### config.mk
export PLATFORM = sky130hd
export DESIGN_NAME = arp_request_responder_flat
export DESIGN_NICKNAME = d
export VERILOG_FILES = /design/src/hw/rtl/arp_pkg.sv /design/src/hw/rtl/arp_req_if.sv /design/src/hw/rtl/arp_rsp_if.sv /design/src/hw/rtl/arp_parser.sv /design/src/hw/rtl/arp_queue.sv /design/src/hw/rtl/arp_serialiser.sv /design/src/hw/rtl/arp_request_responder.sv /design/src/flat_wrapper.sv
export SDC_FILE = /design/constraint.sdc
export NUM_CORES = 1
export LEC_CHECK = 0
export BUFFER_PORTS_ARGS = -buffer_cell sky130_fd_sc_hd__clkbuf_2
export CAP_MARGIN = 20
export CORE_MARGIN = 10
export CORE_UTILIZATION = 52
export CTS_CLUSTER_DIAMETER = 40
export CTS_CLUSTER_SIZE = 10
export DETAILED_ROUTE_END_ITERATION = 12
export PLACE_DENSITY = 0.7
export SLEW_MARGIN = 10
export SYNTH_ARGS = -nofsm -noshare
export SYNTH_HDL_FRONTEND = slang
export SYNTH_SLANG_ARGS = --single-unit
### constraint.sdc
create_clock -name clock -period 33.8 [get_ports clock]
set_clock_uncertainty 0.1 [all_clocks]
set_input_delay 1.69 -clock clock [delete_from_list [all_inputs] [get_ports clock]]
set_output_delay 1.69 -clock clock [all_outputs]
set_load 0.01 [all_outputs]
### src/hw/rtl/arp_pkg.sv
// Shared types, constants and frame layout helpers of the ARP responder.
package arp_pkg;

   localparam int FRAME_BYTES = 42;
   localparam int POS_W       = 6;
   localparam int REPLY_IDX_W = $clog2(FRAME_BYTES);

   localparam logic [POS_W-1:0] POS_MAX  = '1;
   localparam logic [POS_W-1:0] LAST_POS = POS_W'(FRAME_BYTES - 1);

   // Byte offsets within the frame
   localparam int OFS_SRC_MAC = 6;
   localparam int OFS_TYPE    = 12;
   localparam int OFS_SND_MAC = 22;
   localparam int OFS_SND_IP  = 28;
   localparam int OFS_TGT_MAC = 32;
   localparam int OFS_TGT_IP  = 38;

   localparam logic [15:0] ETH_TYPE_ARP = 16'h0806;
   localparam logic [15:0] HTYPE_ETH    = 16'h0001;
   localparam logic [15:0] PTYPE_IPV4   = 16'h0800;
   localparam logic [7:0]  HLEN_MAC     = 8'd6;
   localparam logic [7:0]  PLEN_IPV4    = 8'd4;
   localparam logic [15:0] OPER_REQUEST = 16'h0001;
   localparam logic [15:0] OPER_REPLY   = 16'h0002;

   // Configuration port
   localparam int CSR_ADDR_W = 4;
   localparam int CSR_DATA_W = 64;
   localparam int CSR_IDX_W  = CSR_ADDR_W - 3;
   localparam logic [CSR_IDX_W-1:0] REG_OWN_MAC = '0;

   typedef struct packed {
      logic [47:0] dst_mac;
      logic [47:0] tgt_mac;
      logic [31:0] snd_ip;
      logic [31:0] tgt_ip;
   } job_type;

   typedef struct packed {
      logic full;
      logic empty;
   } queue_status_type;

   // Fixed header byte k (0..9) from the ethertype onwards
   function automatic logic [7:0] header_byte(int k, logic reply);
      logic [7:0] hb;
      case (k)
         0: hb = ETH_TYPE_ARP[15:8];
         1: hb = ETH_TYPE_ARP[7:0];
         2: hb = HTYPE_ETH[15:8];
         3: hb = HTYPE_ETH[7:0];
         4: hb = PTYPE_IPV4[15:8];
         5: hb = PTYPE_IPV4[7:0];
         6: hb = HLEN_MAC;
         7: hb = PLEN_IPV4;
         8: hb = reply ? OPER_REPLY[15:8] : OPER_REQUEST[15:8];
         9: hb = reply ? OPER_REPLY[7:0] : OPER_REQUEST[7:0];
         default: hb = 8'h00;
      endcase
      return hb;
   endfunction

endpackage

### src/hw/rtl/arp_req_if.sv
// Request channel: received frame bytes with an end-of-frame mark.
interface arp_req_if;
   logic       valid;
   logic       ready;
   logic [7:0] data_byte;
   logic       frame_last;

   modport source (output valid, data_byte, frame_last, input ready);
   modport sink (input valid, data_byte, frame_last, output ready);
endinterface

### src/hw/rtl/arp_rsp_if.sv
// Response channel: reply frame bytes with an end-of-frame mark.
interface arp_rsp_if;
   logic       valid;
   logic       ready;
   logic [7:0] reply_byte;
   logic       reply_last;

   modport source (output valid, reply_byte, reply_last, input ready);
   modport sink (input valid, reply_byte, reply_last, output ready);
endinterface

### src/hw/rtl/arp_parser.sv
// Front end: tracks byte position, captures addresses and checks the ARP header.
module arp_parser (
   input  logic                       clock,
   input  logic                       reset,
   arp_req_if.sink                    req,
   input  arp_pkg::queue_status_type  q_status,
   output logic                       push,
   output arp_pkg::job_type           job
);
   import arp_pkg::*;

   logic [POS_W-1:0] pos_ff, pos_in;
   logic             match_ff, match_in;
   logic [47:0]      src_mac_ff, src_mac_in;
   logic [47:0]      snd_mac_ff, snd_mac_in;
   logic [31:0]      snd_ip_ff, snd_ip_in;
   logic [31:0]      tgt_ip_ff, tgt_ip_in;
   logic             accept;
   int               pos_i;

   assign req.ready = !q_status.full;
   assign accept    = req.valid && req.ready;
   assign pos_i     = int'(pos_ff);

   always_comb begin
      pos_in     = pos_ff;
      match_in   = match_ff;
      src_mac_in = src_mac_ff;
      snd_mac_in = snd_mac_ff;
      snd_ip_in  = snd_ip_ff;
      tgt_ip_in  = tgt_ip_ff;
      if (accept) begin
         if (pos_i inside {[OFS_SRC_MAC:OFS_TYPE-1]}) begin
            src_mac_in = {src_mac_ff[39:0], req.data_byte};
         end else if (pos_i inside {[OFS_TYPE:OFS_SND_MAC-1]}) begin
            if (req.data_byte != header_byte(pos_i - OFS_TYPE, 1'b0)) begin
               match_in = 1'b0;
            end
         end else if (pos_i inside {[OFS_SND_MAC:OFS_SND_IP-1]}) begin
            snd_mac_in = {snd_mac_ff[39:0], req.data_byte};
         end else if (pos_i inside {[OFS_SND_IP:OFS_TGT_MAC-1]}) begin
            snd_ip_in = {snd_ip_ff[23:0], req.data_byte};
         end else if (pos_i inside {[OFS_TGT_IP:FRAME_BYTES-1]}) begin
            tgt_ip_in = {tgt_ip_ff[23:0], req.data_byte};
         end
         if (req.frame_last) begin
            pos_in   = '0;
            match_in = 1'b1;
         end else if (pos_ff != POS_MAX) begin
            pos_in = pos_ff + 1'b1;
         end
      end
   end

   // The last target IP byte arrives with the final byte, so hand over the new captures
   assign push = accept && req.frame_last && (pos_ff >= LAST_POS) && match_ff;
   assign job  = '{dst_mac: src_mac_in, tgt_mac: snd_mac_in,
                   snd_ip: snd_ip_in, tgt_ip: tgt_ip_in};

   always_ff @(posedge clock) begin
      if (reset) begin
         pos_ff   <= '0;
         match_ff <= 1'b1;
      end else begin
         pos_ff   <= pos_in;
         match_ff <= match_in;
      end
   end

   always_ff @(posedge clock) begin
      src_mac_ff <= src_mac_in;
      snd_mac_ff <= snd_mac_in;
      snd_ip_ff  <= snd_ip_in;
      tgt_ip_ff  <= tgt_ip_in;
   end

endmodule

### src/hw/rtl/arp_queue.sv
// Short register queue of pending reply jobs between parser and serialiser.
module arp_queue #(
   parameter int DEPTH = 2
) (
   input  logic                       clock,
   input  logic                       reset,
   input  logic                       push,
   input  arp_pkg::job_type           push_job,
   input  logic                       pop,
   output arp_pkg::job_type           head,
   output arp_pkg::queue_status_type  status
);
   import arp_pkg::*;

   localparam int PTR_W = $clog2(DEPTH);
   localparam int CNT_W = $clog2(DEPTH + 1);

   job_type            entry_ff [DEPTH];
   logic [PTR_W-1:0]   wr_ptr_ff, wr_ptr_in;
   logic [PTR_W-1:0]   rd_ptr_ff, rd_ptr_in;
   logic [CNT_W-1:0]   count_ff, count_in;

   function automatic logic [PTR_W-1:0] ptr_next(logic [PTR_W-1:0] p);
      return (p == PTR_W'(DEPTH - 1)) ? '0 : p + 1'b1;
   endfunction

   always_comb begin
      wr_ptr_in = push ? ptr_next(wr_ptr_ff) : wr_ptr_ff;
      rd_ptr_in = pop ? ptr_next(rd_ptr_ff) : rd_ptr_ff;
      count_in  = count_ff;
      if (push && !pop) begin
         count_in = count_ff + 1'b1;
      end else if (pop && !push) begin
         count_in = count_ff - 1'b1;
      end
   end

   assign head         = entry_ff[rd_ptr_ff];
   assign status.full  = (count_ff == CNT_W'(DEPTH));
   assign status.empty = (count_ff == '0);

   always_ff @(posedge clock) begin
      if (reset) begin
         wr_ptr_ff <= '0;
         rd_ptr_ff <= '0;
         count_ff  <= '0;
      end else begin
         wr_ptr_ff <= wr_ptr_in;
         rd_ptr_ff <= rd_ptr_in;
         count_ff  <= count_in;
      end
   end

   always_ff @(posedge clock) begin
      if (push) begin
         entry_ff[wr_ptr_ff] <= push_job;
      end
   end

endmodule

### src/hw/rtl/arp_serialiser.sv
// Back end: builds the reply frame from the head job and sends it a word per cycle while rsp.ready holds.
module arp_serialiser (
   input  logic                       clock,
   input  logic                       reset,
   input  arp_pkg::job_type           head,
   input  arp_pkg::queue_status_type  q_status,
   input  logic [47:0]                own_mac,
   output logic                       pop,
   arp_rsp_if.source                  rsp
);
   import arp_pkg::*;

   localparam logic [REPLY_IDX_W-1:0] LAST_IDX = REPLY_IDX_W'(FRAME_BYTES - 1);

   logic [REPLY_IDX_W-1:0] idx_ff, idx_in;
   logic                   valid_ff, valid_in;
   logic [7:0]             byte_ff, byte_in;
   logic                   last_ff, last_in;
   logic                   load;

   function automatic logic [7:0] mac_byte(logic [47:0] m, int k);
      return m[8*(5-k) +: 8];
   endfunction

   function automatic logic [7:0] ip_byte(logic [31:0] a, int k);
      return a[8*(3-k) +: 8];
   endfunction

   function automatic logic [7:0] reply_at(job_type j, logic [47:0] mac, int k);
      logic [7:0] rb;
      if (k inside {[0:OFS_SRC_MAC-1]}) begin
         rb = mac_byte(j.dst_mac, k);
      end else if (k inside {[OFS_SRC_MAC:OFS_TYPE-1]}) begin
         rb = mac_byte(mac, k - OFS_SRC_MAC);
      end else if (k inside {[OFS_TYPE:OFS_SND_MAC-1]}) begin
         rb = header_byte(k - OFS_TYPE, 1'b1);
      end else if (k inside {[OFS_SND_MAC:OFS_SND_IP-1]}) begin
         rb = mac_byte(mac, k - OFS_SND_MAC);
      end else if (k inside {[OFS_SND_IP:OFS_TGT_MAC-1]}) begin
         rb = ip_byte(j.tgt_ip, k - OFS_SND_IP);
      end else if (k inside {[OFS_TGT_MAC:OFS_TGT_IP-1]}) begin
         rb = mac_byte(j.tgt_mac, k - OFS_TGT_MAC);
      end else if (k inside {[OFS_TGT_IP:FRAME_BYTES-1]}) begin
         rb = ip_byte(j.snd_ip, k - OFS_TGT_IP);
      end else begin
         rb = 8'h00;
      end
      return rb;
   endfunction

   // Refill the output word whenever it is empty or being taken
   assign load = !valid_ff || rsp.ready;

   always_comb begin
      idx_in   = idx_ff;
      valid_in = valid_ff;
      byte_in  = byte_ff;
      last_in  = last_ff;
      pop      = 1'b0;
      if (load) begin
         if (!q_status.empty) begin
            valid_in = 1'b1;
            byte_in  = reply_at(head, own_mac, int'(idx_ff));
            last_in  = (idx_ff == LAST_IDX);
            if (idx_ff == LAST_IDX) begin
               idx_in = '0;
               pop    = 1'b1;
            end else begin
               idx_in = idx_ff + 1'b1;
            end
         end else begin
            valid_in = 1'b0;
         end
      end
   end

   assign rsp.valid      = valid_ff;
   assign rsp.reply_byte = byte_ff;
   assign rsp.reply_last = last_ff;

   always_ff @(posedge clock) begin
      if (reset) begin
         idx_ff   <= '0;
         valid_ff <= 1'b0;
      end else begin
         idx_ff   <= idx_in;
         valid_ff <= valid_in;
      end
   end

   always_ff @(posedge clock) begin
      byte_ff <= byte_in;
      last_ff <= last_in;
   end

endmodule

### src/hw/rtl/arp_request_responder.sv
// ARP responder top level: CSR block, parser, job queue and reply serialiser.
// Input: one byte a cycle; the request side stalls only when QUEUE_DEPTH replies are pending.
// Output: a 42-word reply, one word a cycle while rsp_bus.ready holds, set by the serialiser's byte counter.
// The first reply word passes the queue's count register and then the serialiser's output
// register after the final request byte is taken, when no earlier reply is pending.
// Reset clears position, header flag, queue pointers, reply counter, output valid
// and own_mac; captured addresses are not reset.
module arp_request_responder #(
   parameter int QUEUE_DEPTH = 2
) (
   input  logic                              clock,
   input  logic                              reset,
   arp_req_if.sink                           req_bus,
   arp_rsp_if.source                         rsp_bus,
   input  logic                              psel,
   input  logic                              penable,
   input  logic                              pwrite,
   input  logic [arp_pkg::CSR_ADDR_W-1:0]    paddr,
   input  logic [arp_pkg::CSR_DATA_W-1:0]    pwdata,
   output logic [arp_pkg::CSR_DATA_W-1:0]    prdata,
   output logic                              pready
);
   import arp_pkg::*;

   logic [47:0]      own_mac_ff, own_mac_in;
   logic             csr_hit;
   logic             push, pop;
   job_type          push_job, head;
   queue_status_type q_status;

   assign pready  = 1'b1;
   assign csr_hit = (paddr[CSR_ADDR_W-1:3] == REG_OWN_MAC);
   assign prdata  = csr_hit ? CSR_DATA_W'(own_mac_ff) : '0;

   always_comb begin
      own_mac_in = own_mac_ff;
      if (psel && penable && pwrite && pready && csr_hit) begin
         own_mac_in = pwdata[47:0];
      end
   end

   always_ff @(posedge clock) begin
      if (reset) begin
         own_mac_ff <= '0;
      end else begin
         own_mac_ff <= own_mac_in;
      end
   end

   arp_parser u_parser (
      .clock    (clock),
      .reset    (reset),
      .req      (req_bus),
      .q_status (q_status),
      .push     (push),
      .job      (push_job)
   );

   arp_queue #(
      .DEPTH (QUEUE_DEPTH)
   ) u_queue (
      .clock    (clock),
      .reset    (reset),
      .push     (push),
      .push_job (push_job),
      .pop      (pop),
      .head     (head),
      .status   (q_status)
   );

   arp_serialiser u_serialiser (
      .clock    (clock),
      .reset    (reset),
      .head     (head),
      .q_status (q_status),
      .own_mac  (own_mac_ff),
      .pop      (pop),
      .rsp      (rsp_bus)
   );

endmodule

### src/flat_wrapper.sv
// flat-port wrapper written by rule: the top's interface ports become plain ports
module arp_request_responder_flat import arp_pkg::*;
#(
   parameter int QUEUE_DEPTH = 2
)
  (clock, reset, psel, penable, pwrite, paddr, pwdata, prdata, pready, req_bus_valid, req_bus_data_byte, req_bus_frame_last, req_bus_ready, rsp_bus_valid, rsp_bus_reply_byte, rsp_bus_reply_last, rsp_bus_ready);
  arp_req_if req_bus_i ();
  arp_rsp_if rsp_bus_i ();
  input  logic clock;
  input  logic reset;
  input  logic psel;
  input  logic penable;
  input  logic pwrite;
  input  logic [arp_pkg::CSR_ADDR_W-1:0] paddr;
  input  logic [arp_pkg::CSR_DATA_W-1:0] pwdata;
  output logic [arp_pkg::CSR_DATA_W-1:0] prdata;
  output logic pready;
  input wire logic [$bits(req_bus_i.valid)-1:0] req_bus_valid;
  input wire logic [$bits(req_bus_i.data_byte)-1:0] req_bus_data_byte;
  input wire logic [$bits(req_bus_i.frame_last)-1:0] req_bus_frame_last;
  output wire logic [$bits(req_bus_i.ready)-1:0] req_bus_ready;
  output wire logic [$bits(rsp_bus_i.valid)-1:0] rsp_bus_valid;
  output wire logic [$bits(rsp_bus_i.reply_byte)-1:0] rsp_bus_reply_byte;
  output wire logic [$bits(rsp_bus_i.reply_last)-1:0] rsp_bus_reply_last;
  input wire logic [$bits(rsp_bus_i.ready)-1:0] rsp_bus_ready;
  assign req_bus_i.valid = req_bus_valid;
  assign req_bus_i.data_byte = req_bus_data_byte;
  assign req_bus_i.frame_last = req_bus_frame_last;
  assign req_bus_ready = req_bus_i.ready;
  assign rsp_bus_valid = rsp_bus_i.valid;
  assign rsp_bus_reply_byte = rsp_bus_i.reply_byte;
  assign rsp_bus_reply_last = rsp_bus_i.reply_last;
  assign rsp_bus_i.ready = rsp_bus_ready;
  arp_request_responder #(.QUEUE_DEPTH(QUEUE_DEPTH)) u_core (.clock(clock), .reset(reset), .req_bus(req_bus_i), .rsp_bus(rsp_bus_i), .psel(psel), .penable(penable), .pwrite(pwrite), .paddr(paddr), .pwdata(pwdata), .prdata(prdata), .pready(pready));
endmodule
==> flow_metrics.py <==
metrics = {
    "outcome": {
        "outcome": "finished, final reports clean",
    },
    "die": {
        "dieArea_mm2": 0.05157,
        "die_h_um": 227.1,
        "rows": 75,
        "io_pins": 160,
        "initial_core_util_pct": 52.93,
        "core-area_mm2": 0.04213,
        "die_w_um": 227.1,
    },
    "worst_setup_path": {
        "rrSetupSlack_ns": 30.10,
        "end_kind": "primary output",
        "r2r_end": "u_core.u_serialiser.rsp.reply_byte[4]$_DFFE_PP_",
        "cp-start-kind": "primary input",
        "worstPathMaxFanout": 50,
        "worstSetupStartpoint": "paddr[3]",
        "rr_worst_depth": 9,
        "arrival_ns": 2.85,
        "cp.required_ns": 32.01,
        "worstReg2RegStart": "u_core.u_serialiser.idx_ff[2]$_SDFFE_PP0P_",
        "crit_type": "in2out",
    },
    "hold_path": {
        "hold_class": "reg2reg",
        "whs_path_depth": 2,
        "hp-start": "u_core.own_mac_ff[14]$_SDFFE_PP0P_",
        "min_to": "u_core.own_mac_ff[14]$_SDFFE_PP0P_",
    },
    "synthesis": {
        "yosysWarnings": 0,
        "async_reset_ff_share_pct": 0,
        "synth_seq_area_share_pct": 64.68,
        "syn_avg_cell_area_um2": 14.86,
        "syn-instance-count": 1501,
        "synth-edff-count": 329,
        "ys_types": 73,
        "synth_ff_type": "edfxtp_1",
        "ys_ff_latch": 556,
        "netlist_area_mm2": 0.02230,
    },
    "placed_design": {
        "port_buffers": 123,
        "dpl.hpwl_um": 28540,
        "place_area_mm2": 0.02320,
        "place.gp.congestion": 0.8800,
    },
    "global_route": {
        "gr-total-overflow": 0,
        "antenna_found_initial": 1,
        "grt_pass1_vias": 13060,
        "grt_pass1_wl_um": 72340,
        "track_usage_pct": 17.89,
        "grt_max_degree": 161,
    },
    "routing": {
        "routedWlPerCell_um": 20.71,
        "antenna_left": 0,
        "drtPass1Iterations": 5,
        "vias": 12660,
        "via_per_inst": 5.654,
        "drc": 0,
        "wl_um": 46380,
        "first_iter_violations": 996,
    },
    "sta": {
        "hold_viol": 0,
        "setup_viol": 0,
        "clock.fmax_mhz": 215.5,
        "period_share_pct": 13.73,
        "finalSetupTns_ns": 0,
        "hold_slack_ns": 0.3627,
        "relSlewSlack_pct": 29.02,
        "rsz0062_at_grt": "no",
        "slew_violations": 0,
        "period_needed_ns": 4.640,
        "worst_pin_slew_ns": 1.060,
    },
    "pwr": {
        "ir_worst_vdd_mv": 0.04879,
        "p_leak_nw": 8.901,
        "powerDensity_mw_per_mm2": 59.18,
    },
    "layout": {
        "nNetsFinal": 1744,
        "stdcell_area_mm2": 0.02583,
        "register_area_mm2": 0.01443,
        "multiInputGateArea_mm2": 0.007293,
        "syn2layout_area_growth_pct": 15.81,
        "drive_above_1_share_pct": 29.92,
        "antenna_cells": 0,
        "fillCellCount": 3093,
    },
    "clock_tree": {
        "cts_resized": 0,
        "cts_setup_buffers": 0,
        "clockRootBuffer": "clkbuf_16",
        "cts_tree": "done",
        "clk_path_buf_depth": 3,
        "clk_pin_slew_ns": 0.05,
        "worst_skew_pair.late_latency_ns": 0.57,
        "cts_hold_buffers": 0,
        "cts.sinks": 556,
        "numCtsBuffers": 79,
        "cts_max_level": 3,
    },
    "job": {
        "cap_viol_max_count": 0,
    },
}
## cell usage in the layout, fill, tap and decap left out, drive strengths merged, types with 7 or more instances in the layout
master and count:
edfxtp 329, clkbuf 236, dfxtp 227, nand2 189
mux2 160, mux4 81, a21oi 79, nor2b 61
nor2 34, ha 22, o21ai 22, inv 22
mux2i 20, conb 17, buf 16, clkinv 15
nand3 13, nand2b 12, nor3 9, a22oi 9
or3 9, o22ai 8, xnor2 7
## state kept, by name, summed over array words and instances (netlist names), 2 cells and up, named ones only
register	count
u_core.u_parser.snd_mac_ff	48
u_core.own_mac_ff	48
u_core.u_parser.snd_ip_ff	32
u_core.u_parser.src_mac_ff	48
u_core.u_queue.entry_ff	320
u_core.u_serialiser.idx_ff	6
u_core.u_queue.count_ff	2
u_core.u_parser.pos_ff	6
u_core.u_serialiser.rsp.reply_byte	8
u_core.u_parser.tgt_ip_ff	32
## report_power, final
part	internal, mW	switching [mW]
Clock	0.514	0.286
Sequential	0.712	0.00123
Combinational	0.00571	0.0102
Total	1.23	0.297
## metal layers
metal  track usage [%]  vias up  routed length [um]
li1                  -     5877                   -
met1             23.24     6313               19880
met2             29.33      396               22160
met3             4.105       78                3249
met4             5.782        0                1099
met5                 0        -                   0
## critical path: stages
cell and delay, ns:
clkbuf_2 0.52, nor2b_1 0.42, clkbuf_2 0.20
## logic make-up after synthesis
family | synth area share (%)
AOI/OAI and AO/OA | 4.831
xor gates and xnor gates | 0.4713
adders and majority gates | 1.234
buffers and inverters | 2.912
DFF | 64.68
muxes | 17.86
other | 0.03368
and+or+nand+nor | 7.978
## Yosys cell counts (10+ instances only)
master    instances  area share, %
nand2_1         189            3.2
clkbuf_1         27           0.45
o21ai_0          18           0.40
buf_6            12           0.61
dfxtp_1         227             20
a21oi_1          79            1.8
buf_2            28           0.63
mux4_2           77            7.8
mux2i_1          20           0.90
inv_1            15           0.25
edfxtp_1        329             44
mux2_4           38            2.6
mux2_2          120            6.1
nor2_1           34           0.57
buf_4            22           0.74
ha_1             22            1.2
nand2b_1         10           0.28
nand3_1          13           0.29
nor2b_1          61            1.7
## final cells by class
cell class / instances / share of cell area (%)
sequential: 556 / 55.88
multi-input combinational: 847 / 28.24
clock buffer: 113 / 8.788
timing repair buffer: 139 / 2.897
tap: 539 / 2.611
clock inverter: 31 / 1.366
inverter: 15 / 0.2180
## through the flow
stage,utilization (%),worst slack (ns),power (mW),std cells
floorplan,-,15.68,0.7352,1516
global placement,55.07,29.20,0.7421,2096
detailed placement,55.07,29.18,0.7421,2096
CTS,61.30,29.18,1.543,2240
global route,61.30,29.12,1.575,2240
finish,61.30,29.16,1.528,2240
## worst max path at each step
stage | to | slack, ns | depth (start not counted)
2_1_floorplan | u_core.u_queue.entry_ff[0][0]$_DFFE_PP_ | 15.68 | 3
3_3_place_gp | prdata[1] | 29.20 | 3
3_5_place_dp | prdata[1] | 29.18 | 3
4_1_cts | prdata[1] | 29.18 | 3
5_1_grt | prdata[1] | 29.12 | 3
6_report | prdata[1] | 29.16 | 3
Note: power is estimated with default switching activity, not from simulation.
